$ cat src/rtl/fac_pkg.sv
// Shared types, constants and helpers of the frame allocator
`timescale 1ns / 1ps
package fac_pkg;

    // Frame table geometry (MAX_FRAMES is a power of two)
    localparam int MAX_FRAMES  = 256;
    localparam int FRAME_W     = $clog2(MAX_FRAMES);
    localparam int CNT_W       = FRAME_W + 1;

    // Free-frame scanner looks at one chunk of occupancy bits per cycle
    localparam int CHUNK_W     = (MAX_FRAMES < 16) ? (MAX_FRAMES / 2) : 8;
    localparam int CHUNK_LW    = $clog2(CHUNK_W);
    localparam int N_CHUNKS    = MAX_FRAMES / CHUNK_W;
    localparam int CHUNK_IDX_W = $clog2(N_CHUNKS);

    localparam logic [CNT_W-1:0] RESET_COUNT = CNT_W'(MAX_FRAMES);

    // Operation codes
    localparam logic [1:0] OP_ALLOC  = 2'd0;
    localparam logic [1:0] OP_FREE   = 2'd1;
    localparam logic [1:0] OP_MARK   = 2'd2;
    localparam logic [1:0] OP_VICTIM = 2'd3;

    typedef struct packed {
        logic [1:0]         operation;
        logic [FRAME_W-1:0] frame_index;
        logic               used_flag;
        logic               modified_flag;
    } t_cmd;

    typedef struct packed {
        logic [FRAME_W-1:0] result_frame;
        logic               found;
        logic               victim_modified;
        logic               any_free;
    } t_result;

    // Per-frame bits held in the frame RAM
    typedef struct packed {
        logic used;
        logic modified;
    } t_frame_bits;

    // Status handed back by the free-frame scanner
    typedef struct packed {
        logic               done;
        logic               found;
        logic [FRAME_W-1:0] frame;
    } t_scan_res;

    // Clamp the frame count register to 1..MAX_FRAMES
    function automatic logic [CNT_W-1:0] eff_count(input logic [CNT_W-1:0] fc);
        logic [CNT_W-1:0] n;
        n = fc;
        if (n == '0) begin
            n = CNT_W'(1);
        end else if (n > RESET_COUNT) begin
            n = RESET_COUNT;
        end
        return n;
    endfunction

    // Advance a clock position, wrapping at the active frame count
    function automatic logic [FRAME_W-1:0] next_frame(input logic [FRAME_W-1:0] p,
                                                       input logic [CNT_W-1:0]   n);
        logic [CNT_W-1:0] q;
        q = CNT_W'(p) + CNT_W'(1);
        return (q >= n) ? '0 : q[FRAME_W-1:0];
    endfunction

endpackage

$ cat src/rtl/fac_ram.sv
// Generic single-write, single-read RAM with registered read data
`timescale 1ns / 1ps
module fac_ram #(
    parameter int WIDTH = 2,
    parameter int DEPTH = 256
) (
    input  logic                     i_clk,
    input  logic                     i_we,
    input  logic [$clog2(DEPTH)-1:0] i_waddr,
    input  logic [WIDTH-1:0]         i_wdata,
    input  logic [$clog2(DEPTH)-1:0] i_raddr,
    output logic [WIDTH-1:0]         o_rdata
);

    logic [WIDTH-1:0] r_mem [DEPTH];
    logic [WIDTH-1:0] r_rdata;

    // Write port and registered read port
    always_ff @(posedge i_clk) begin
        if (i_we) begin
            r_mem[i_waddr] <= i_wdata;
        end
        r_rdata <= r_mem[i_raddr];
    end

    assign o_rdata = r_rdata;

endmodule

$ cat src/rtl/fac_scan.sv
// Chunked search for the lowest free frame below the active count
`timescale 1ns / 1ps
module fac_scan
    import fac_pkg::*;
(
    input  logic                  i_clk,
    input  logic                  i_rst_n,
    input  logic                  i_start,
    input  logic [MAX_FRAMES-1:0] i_occ,
    input  logic [CNT_W-1:0]      i_count,
    output t_scan_res             o_res
);

    logic                   r_active;
    logic                   n_active;
    logic [CHUNK_IDX_W-1:0] r_chunk;
    logic [CHUNK_IDX_W-1:0] n_chunk;
    t_scan_res              r_res;
    t_scan_res              n_res;

    logic [CNT_W-1:0]       base;
    logic [CHUNK_W-1:0]     chunk_occ;
    logic [CHUNK_W-1:0]     chunk_free;
    logic                   hit;
    logic [FRAME_W-1:0]     hit_pos;
    logic                   last;

    // Pick out the current chunk and mark its free frames below the count
    always_comb begin
        base      = CNT_W'(r_chunk) << CHUNK_LW;
        chunk_occ = i_occ[base[FRAME_W-1:0] +: CHUNK_W];
        last      = (base + CNT_W'(CHUNK_W)) >= i_count;
        for (int k = 0; k < CHUNK_W; k++) begin
            chunk_free[k] = !chunk_occ[k] && ((base + CNT_W'(k)) < i_count);
        end
        hit     = |chunk_free;
        hit_pos = '0;
        for (int k = CHUNK_W - 1; k >= 0; k--) begin
            if (chunk_free[k]) begin
                hit_pos = base[FRAME_W-1:0] + FRAME_W'(k);
            end
        end
    end

    // Advance one chunk a cycle, stop at the first free frame or the end
    always_comb begin
        n_active   = r_active;
        n_chunk    = r_chunk;
        n_res      = r_res;
        n_res.done = 1'b0;
        if (i_start) begin
            n_active = 1'b1;
            n_chunk  = '0;
        end else if (r_active) begin
            if (hit) begin
                n_active    = 1'b0;
                n_res.done  = 1'b1;
                n_res.found = 1'b1;
                n_res.frame = hit_pos;
            end else if (last) begin
                n_active    = 1'b0;
                n_res.done  = 1'b1;
                n_res.found = 1'b0;
                n_res.frame = '0;
            end else begin
                n_chunk = r_chunk + CHUNK_IDX_W'(1);
            end
        end
    end

    always_ff @(posedge i_clk) begin
        if (!i_rst_n) begin
            r_active <= 1'b0;
            r_res    <= '0;
        end else begin
            r_active <= n_active;
            r_res    <= n_res;
        end
    end

    always_ff @(posedge i_clk) begin
        r_chunk <= n_chunk;
    end

    assign o_res = r_res;

endmodule

$ cat src/rtl/frame_allocator_enhanced_clock_top.sv
// Frame allocator: occupancy bits, frame RAM and enhanced clock sequencer
// Sequencing: free and mark end with an any-free scan of the occupancy chunks;
//   allocate first writes the frame found by a first-free scan, then runs that scan.
// Victim: each occupied frame visited is stepped and then evaluated, an empty one only
//   stepped, over at most four laps of frame_count, plus the any-free scan. One item at a time.
// Reset: occupancy cleared at once, pointer 0, frame_count 256; results are
//   one-cycle strobes that the receiver cannot stall.
`timescale 1ns / 1ps
module frame_allocator_enhanced_clock_top
    import fac_pkg::*;
(
    input  logic             i_clk,
    input  logic             i_rst_n,
    input  logic             start,
    output logic             busy,
    input  t_cmd             i_cmd,
    output logic             o_result_valid,
    output t_result          o_result,
    input  logic             i_cfg_valid,
    output logic             o_cfg_ready,
    input  logic [CNT_W-1:0] i_cfg_data
);

    localparam logic [2:0] S_IDLE     = 3'd0;
    localparam logic [2:0] S_DISPATCH = 3'd1;
    localparam logic [2:0] S_ALLOC    = 3'd2;
    localparam logic [2:0] S_MARK_WR  = 3'd3;
    localparam logic [2:0] S_V_STEP   = 3'd4;
    localparam logic [2:0] S_V_EVAL   = 3'd5;
    localparam logic [2:0] S_FINAL    = 3'd6;

    // Control state
    logic [2:0]            r_state,       n_state;
    logic [CNT_W-1:0]      r_frame_count, n_frame_count;
    logic [MAX_FRAMES-1:0] r_occ,         n_occ;
    logic [FRAME_W-1:0]    r_ptr,         n_ptr;
    logic                  r_out_valid,   n_out_valid;

    // Working registers of the current item
    t_cmd                  r_cmd,         n_cmd;
    logic [FRAME_W-1:0]    r_p,           n_p;
    logic [FRAME_W-1:0]    r_start,       n_start;
    logic                  r_pass_b,      n_pass_b;
    logic                  r_seen,        n_seen;
    logic [FRAME_W-1:0]    r_res_frame,   n_res_frame;
    logic                  r_found,       n_found;
    logic                  r_vmod,        n_vmod;
    t_result               r_out,         n_out;

    logic [CNT_W-1:0]      n_frames;
    logic                  idx_ok;
    logic [FRAME_W-1:0]    p_next;
    logic                  take;

    logic                  ram_we;
    logic [FRAME_W-1:0]    ram_waddr;
    t_frame_bits           ram_wdata;
    logic [FRAME_W-1:0]    ram_raddr;
    t_frame_bits           ram_rdata;

    logic                  scan_start;
    t_scan_res             scan_res;

    fac_ram #(
        .WIDTH ($bits(t_frame_bits)),
        .DEPTH (MAX_FRAMES)
    ) u_frame_ram (
        .i_clk   (i_clk),
        .i_we    (ram_we),
        .i_waddr (ram_waddr),
        .i_wdata (ram_wdata),
        .i_raddr (ram_raddr),
        .o_rdata (ram_rdata)
    );

    fac_scan u_scan (
        .i_clk   (i_clk),
        .i_rst_n (i_rst_n),
        .i_start (scan_start),
        .i_occ   (r_occ),
        .i_count (n_frames),
        .o_res   (scan_res)
    );

    // Decode the shared terms of the current item
    always_comb begin
        n_frames  = eff_count(r_frame_count);
        idx_ok    = (CNT_W'(r_cmd.frame_index) < n_frames) && r_occ[r_cmd.frame_index];
        p_next    = next_frame(r_p, n_frames);
        take      = r_pass_b ? (!ram_rdata.used && ram_rdata.modified)
                             : (!ram_rdata.used && !ram_rdata.modified);
        ram_raddr = (r_state == S_DISPATCH) ? r_cmd.frame_index : r_p;
    end

    // Sequence allocate, free, mark and the victim walk
    always_comb begin
        n_state       = r_state;
        n_frame_count = r_frame_count;
        n_occ         = r_occ;
        n_ptr         = r_ptr;
        n_out_valid   = 1'b0;
        n_cmd         = r_cmd;
        n_p           = r_p;
        n_start       = r_start;
        n_pass_b      = r_pass_b;
        n_seen        = r_seen;
        n_res_frame   = r_res_frame;
        n_found       = r_found;
        n_vmod        = r_vmod;
        n_out         = r_out;
        ram_we        = 1'b0;
        ram_waddr     = r_p;
        ram_wdata     = ram_rdata;
        scan_start    = 1'b0;

        if (i_cfg_valid && o_cfg_ready) begin
            n_frame_count = i_cfg_data;
        end

        unique case (r_state)
            S_IDLE: begin
                if (start) begin
                    n_cmd       = i_cmd;
                    n_res_frame = '0;
                    n_found     = 1'b0;
                    n_vmod      = 1'b0;
                    n_state     = S_DISPATCH;
                end
            end
            S_DISPATCH: begin
                unique case (r_cmd.operation)
                    OP_ALLOC: begin
                        scan_start = 1'b1;
                        n_state    = S_ALLOC;
                    end
                    OP_FREE: begin
                        if (idx_ok) begin
                            n_occ[r_cmd.frame_index] = 1'b0;
                        end
                        scan_start = 1'b1;
                        n_state    = S_FINAL;
                    end
                    OP_MARK: begin
                        if (idx_ok) begin
                            n_state = S_MARK_WR;
                        end else begin
                            scan_start = 1'b1;
                            n_state    = S_FINAL;
                        end
                    end
                    OP_VICTIM: begin
                        // Restart at frame 0 when the pointer lies at or beyond the count
                        if (CNT_W'(r_ptr) >= n_frames) begin
                            n_p     = '0;
                            n_start = '0;
                        end else begin
                            n_p     = r_ptr;
                            n_start = r_ptr;
                        end
                        n_pass_b = 1'b0;
                        n_seen   = 1'b0;
                        n_state  = S_V_STEP;
                    end
                    default: begin
                        n_state = S_IDLE;
                    end
                endcase
            end
            S_ALLOC: begin
                if (scan_res.done) begin
                    if (scan_res.found) begin
                        n_occ[scan_res.frame] = 1'b1;
                        ram_we             = 1'b1;
                        ram_waddr          = scan_res.frame;
                        ram_wdata.used     = r_cmd.used_flag;
                        ram_wdata.modified = r_cmd.modified_flag;
                        n_res_frame        = scan_res.frame;
                        n_found            = 1'b1;
                    end
                    scan_start = 1'b1;
                    n_state    = S_FINAL;
                end
            end
            S_MARK_WR: begin
                // OR the new bits into the entry read last cycle
                ram_we             = 1'b1;
                ram_waddr          = r_cmd.frame_index;
                ram_wdata.used     = ram_rdata.used | r_cmd.used_flag;
                ram_wdata.modified = ram_rdata.modified | r_cmd.modified_flag;
                scan_start         = 1'b1;
                n_state            = S_FINAL;
            end
            S_V_STEP: begin
                if (r_occ[r_p]) begin
                    n_seen  = 1'b1;
                    n_state = S_V_EVAL;
                end else begin
                    // Skip an empty frame; a full lap with nothing occupied ends the walk
                    n_p = p_next;
                    if (p_next == r_start) begin
                        if (!r_seen) begin
                            n_ptr      = r_start;
                            scan_start = 1'b1;
                            n_state    = S_FINAL;
                        end else begin
                            n_pass_b = !r_pass_b;
                        end
                    end
                end
            end
            S_V_EVAL: begin
                if (take) begin
                    n_res_frame   = r_p;
                    n_found       = 1'b1;
                    n_vmod        = ram_rdata.modified;
                    n_occ[r_p]    = 1'b0;
                    n_ptr         = p_next;
                    scan_start    = 1'b1;
                    n_state       = S_FINAL;
                end else begin
                    // Second-chance pass drops the used bit of every occupied frame it passes over
                    if (r_pass_b) begin
                        ram_we         = 1'b1;
                        ram_waddr      = r_p;
                        ram_wdata.used = 1'b0;
                    end
                    n_p = p_next;
                    if (p_next == r_start) begin
                        n_pass_b = !r_pass_b;
                    end
                    n_state = S_V_STEP;
                end
            end
            S_FINAL: begin
                if (scan_res.done) begin
                    n_out_valid           = 1'b1;
                    n_out.result_frame    = r_res_frame;
                    n_out.found           = r_found;
                    n_out.victim_modified = r_vmod;
                    n_out.any_free        = scan_res.found;
                    n_state               = S_IDLE;
                end
            end
            default: begin
                n_state = S_IDLE;
            end
        endcase
    end

    // Control registers
    always_ff @(posedge i_clk) begin
        if (!i_rst_n) begin
            r_state       <= S_IDLE;
            r_frame_count <= RESET_COUNT;
            r_occ         <= '0;
            r_ptr         <= '0;
            r_out_valid   <= 1'b0;
        end else begin
            r_state       <= n_state;
            r_frame_count <= n_frame_count;
            r_occ         <= n_occ;
            r_ptr         <= n_ptr;
            r_out_valid   <= n_out_valid;
        end
    end

    // Payload registers
    always_ff @(posedge i_clk) begin
        r_cmd       <= n_cmd;
        r_p         <= n_p;
        r_start     <= n_start;
        r_pass_b    <= n_pass_b;
        r_seen      <= n_seen;
        r_res_frame <= n_res_frame;
        r_found     <= n_found;
        r_vmod      <= n_vmod;
        r_out       <= n_out;
    end

    assign busy           = (r_state != S_IDLE);
    assign o_cfg_ready    = (r_state == S_IDLE);
    assign o_result_valid = r_out_valid;
    assign o_result       = r_out;

endmodule

$ cat config.mk
export PLATFORM = sky130hd
export DESIGN_NAME = frame_allocator_enhanced_clock_top
export DESIGN_NICKNAME = d
export VERILOG_FILES = /design/src/rtl/fac_pkg.sv /design/src/rtl/fac_ram.sv /design/src/rtl/fac_scan.sv /design/src/rtl/frame_allocator_enhanced_clock_top.sv
export SDC_FILE = /design/constraint.sdc
export NUM_CORES = 2
export LEC_CHECK = 0
export BUFFER_PORTS_ARGS = -buffer_cell sky130_fd_sc_hd__buf_4
export CAP_MARGIN = 20
export CORE_ASPECT_RATIO = 1.1
export CORE_MARGIN = 3
export CORE_UTILIZATION = 45
export DETAILED_ROUTE_END_ITERATION = 6
export PLACE_DENSITY_LB_ADDON = 0.08
export SETUP_SLACK_MARGIN = 0.2
export SYNTH_ARGS = -nofsm -noshare
export SYNTH_HDL_FRONTEND = slang
export SYNTH_SLANG_ARGS = --single-unit
export TNS_END_PERCENT = 20
$ cat constraint.sdc
create_clock -name i_clk -period 27.2 [get_ports i_clk]
set_input_delay 5.44 -clock i_clk [delete_from_list [all_inputs] [get_ports i_clk]]
set_output_delay 5.44 -clock i_clk [all_outputs]
set_load 0.02 [all_outputs]
==> results.md <==
- Status: finished with violations
- Failing checks: design-rule violations, max-slew violations
- Design Power: 4.26 mW
- CTS buffer count: 95
- Synth top area share: 36.6%
- RSZ-0062 raised after global routing: false
- Register area: 0.0228 mm^2
- EDFF count, synth: 563
- CTS tree: yes
- Setup WS pre-CTS: 19960 ps
- Largest net degree at the start of global routing: 190
- Routed len/inst: 35.0 um
- Initial antenna violation count: 9
- Via density per instance: 6.97
- Yosys warnings: 0
- Final setup viols: 0
- Leak: 16.5 nW
- Critical path endpoint category: output pin
- Main flop type after synthesis: edfxtp_1
- Initial drt markers: 5486
- Fmax: 128 MHz
- Nets: 4071
- Clock tree buffer depth: 3
- Clock Skew: 67.5 ps
- Area contributors post-synth: edfxtp_1 (37%), dfxtp_1 (13%), mux4_2 (13%), nor2_1 (5.1%), mux2i_1 (3.8%)
- Routed wire length: 191000 um
- Crit Path Max Fanout: 15
- Vias in the first global route: 36.4k
- Filler Cell Count: 9222
- Clk sinks: 858
- Worst skew pair latency: 770 ps
- Row Count: 122
- Final WS setup: 19380 ps
- Tot GR Track Use: 35.2%
- Final hold vios: 0
- Worst setup SP type: register
- First-pass GRT wire length: 272000 um
- Residual DRC: 2
- DP HPWL: 118000 um
- Die width: 312 um
- Gr ovfl total: 0
- Synth unique cells: 78
- Initial core utilization: 45.6%
- Max-slew headroom: -7.09%
- Worst path arrival time: 2380 ps
- Most frequent cells in the layout: nor2_1 (624), edfxtp_1 (563), nand2_1 (335)
- Setup CP Type: register to output pin
- Post-cts repair resize count: 0
- RD Place Congestion: 1.09
- CP required: 21760 ps
- # IOs: 39
- Mapped Area: 0.0463 mm^2
- Share of post-route cells with drive strength above 1: 17.5%
- Synthesized net count: 4184
- CTS root buffer: clkbuf_16
- #FFs+latches synth: 858
- Largest area contributor in the netlist: edfxtp_1
- Core Region: 0.101 mm^2
- CTS hold repair buffers: 0
- Sequential share of the synthesized area: 49.3%
- Crit share post-route: 28.8%
- Sum of negative setup slack: 0 ps
- Worst-margin pin slew: 1610 ps
- Peak supply drop: 69.5 uV
- Vias: 38.1k
- Post-Synthesis Cells: 4117
- First-pass DRT Iterations: 7
- Die height: 342 um
- Die area: 0.107 mm^2
- Area growth syn-to-layout: 10.5%
- Final min period: 7820 ps
- Most common cell after layout, fill and taps aside: nor2_1
- ANT nets after route: 0
- Maxcap violations: 0
- Mean Syn Cell Area: 11.2 um^2
- # port buffers: 38
- Worst-path clk slew: 60 ps
- Max H-tree Level: 3
- Max Slew Vio Count: 3
- Area of the multi-input gates: 0.0218 mm^2
- Post-CTS setup buffer count: 0
- HP Class: register to register
- Pwr dens: 83.2 mW/mm^2
- Ys async rst share: 0%
- Final Core Density: 50.4%
state kept, by name, summed over array words and instances, names as in the netlist:
signal,count
r_occ,256
r_found,1
r_res_frame,8
r_ptr,8
r_frame_count,9
u_scan.r_chunk,5
r_vmod,1
u_scan.o_res,10
r_pass_b,1
o_result,11
u_scan.r_active,1
r_start,8
u_frame_ram.r_mem,512
r_seen,1
r_state,3
r_p,8
r_cmd,12
u_frame_ram.o_rdata,2
o_result_valid,1
metal layers:
| layer | vias up | GRT usage (%) | wire, um |
|---|---|---|---|
| met1 | 19156 | 44.6 | 72000 |
| met5 | - | 0 | 83 |
| met3 | 725 | 11.4 | 21200 |
| li1 | 15685 | - | - |
| met4 | 6 | 22.9 | 15200 |
| met2 | 2479 | 52.1 | 82300 |
final timing paths:
kind / depth (start not counted) / end / slack, ps / start
setup reg to reg: 14 / r_occ[220]$_SDFFE_PN0P_ / 20600 / r_cmd[5]$_DFFE_PP_
hold / removal: 0 / o_result[1]$_DFFE_PP_ / 430 / r_vmod$_SDFFCE_PN0P_
hold reg to reg: 0 / o_result[1]$_DFFE_PP_ / 430 / r_vmod$_SDFFCE_PN0P_
setup / recovery: 2 / o_cfg_ready / 19380 / r_state[2]$_SDFFE_PN0P_
kinds of logic after synthesis:
group	Yosys count	synth area share (%)
multiplexers	446	16.7
AO/OA/AOI/OAI	1009	16.1
XOR/XNOR	14	0.295
adder cells (fa/ha/maj)	42	1.14
flip-flops	858	49.3
AND/OR/NAND/NOR	1333	12.5
buffers and inverters	415	3.89
cell type report:
| cell class | count | share of cell area [%] |
|---|---|---|
| clock inverter | 65 | 1.52 |
| inverter | 45 | 0.330 |
| tap | 1364 | 3.34 |
| antenna | 8 | 0.0392 |
| timing repair buffer | 160 | 2.60 |
| sequential | 858 | 44.6 |
| multi-input combinational | 2844 | 42.7 |
| clock buffer | 113 | 4.82 |
report_power, final:
| group | internal [mW] | total (mW) | switching, mW |
|---|---|---|---|
| Sequential | 1.54 | 1.57 | 0.0222 |
| Combinational | 0.391 | 1.32 | 0.928 |
| Clock | 0.794 | 1.37 | 0.576 |
| Total | 2.73 | 4.26 | 1.53 |
Yosys cell counts, types with 7 or more instances:
cell / count
nor2b_1: 44
a211oi_1: 12
ha_1: 42
o21ai_1: 7
o221a_2: 85
o211a_1: 9
inv_1: 41
a221oi_1: 25
nand4_1: 19
a21oi_1: 257
a21o_1: 12
mux4_2: 259
buf_2: 78
o221a_1: 150
and2_0: 7
o221ai_1: 16
nand3_1: 109
a32oi_1: 8
buf_4: 36
nor2_1: 628
mux2i_1: 175
mux2_2: 12
a31oi_1: 16
edfxtp_1: 563
o31ai_1: 7
nand4_2: 8
and3_1: 8
buf_1: 16
o22ai_1: 34
nand2b_1: 26
a22oi_1: 118
dfxtp_1: 295
nor3_1: 74
clkbuf_1: 239
nand2_1: 336
o211ai_1: 10
xnor2_1: 9
or2_2: 9
and2_1: 29
o21ai_0: 186
nand3b_1: 10
per-stage QoR:
step | std cells | hold WS (ps) | instance area (um^2)
floorplan | 4117 | 400 | 46300
global placement | 5257 | 415 | 47700
detailed placement | 5261 | 408 | 47700
CTS | 5439 | 430 | 51000
global route | 5449 | 439 | 51100
finish | 5457 | 428 | 51100
critical path, cell delays in order, from the launching register on:
cell	delay, ps
dfxtp_1	470
nor3_1	910
buf_4	290
(Power assumes the default switching activity.)
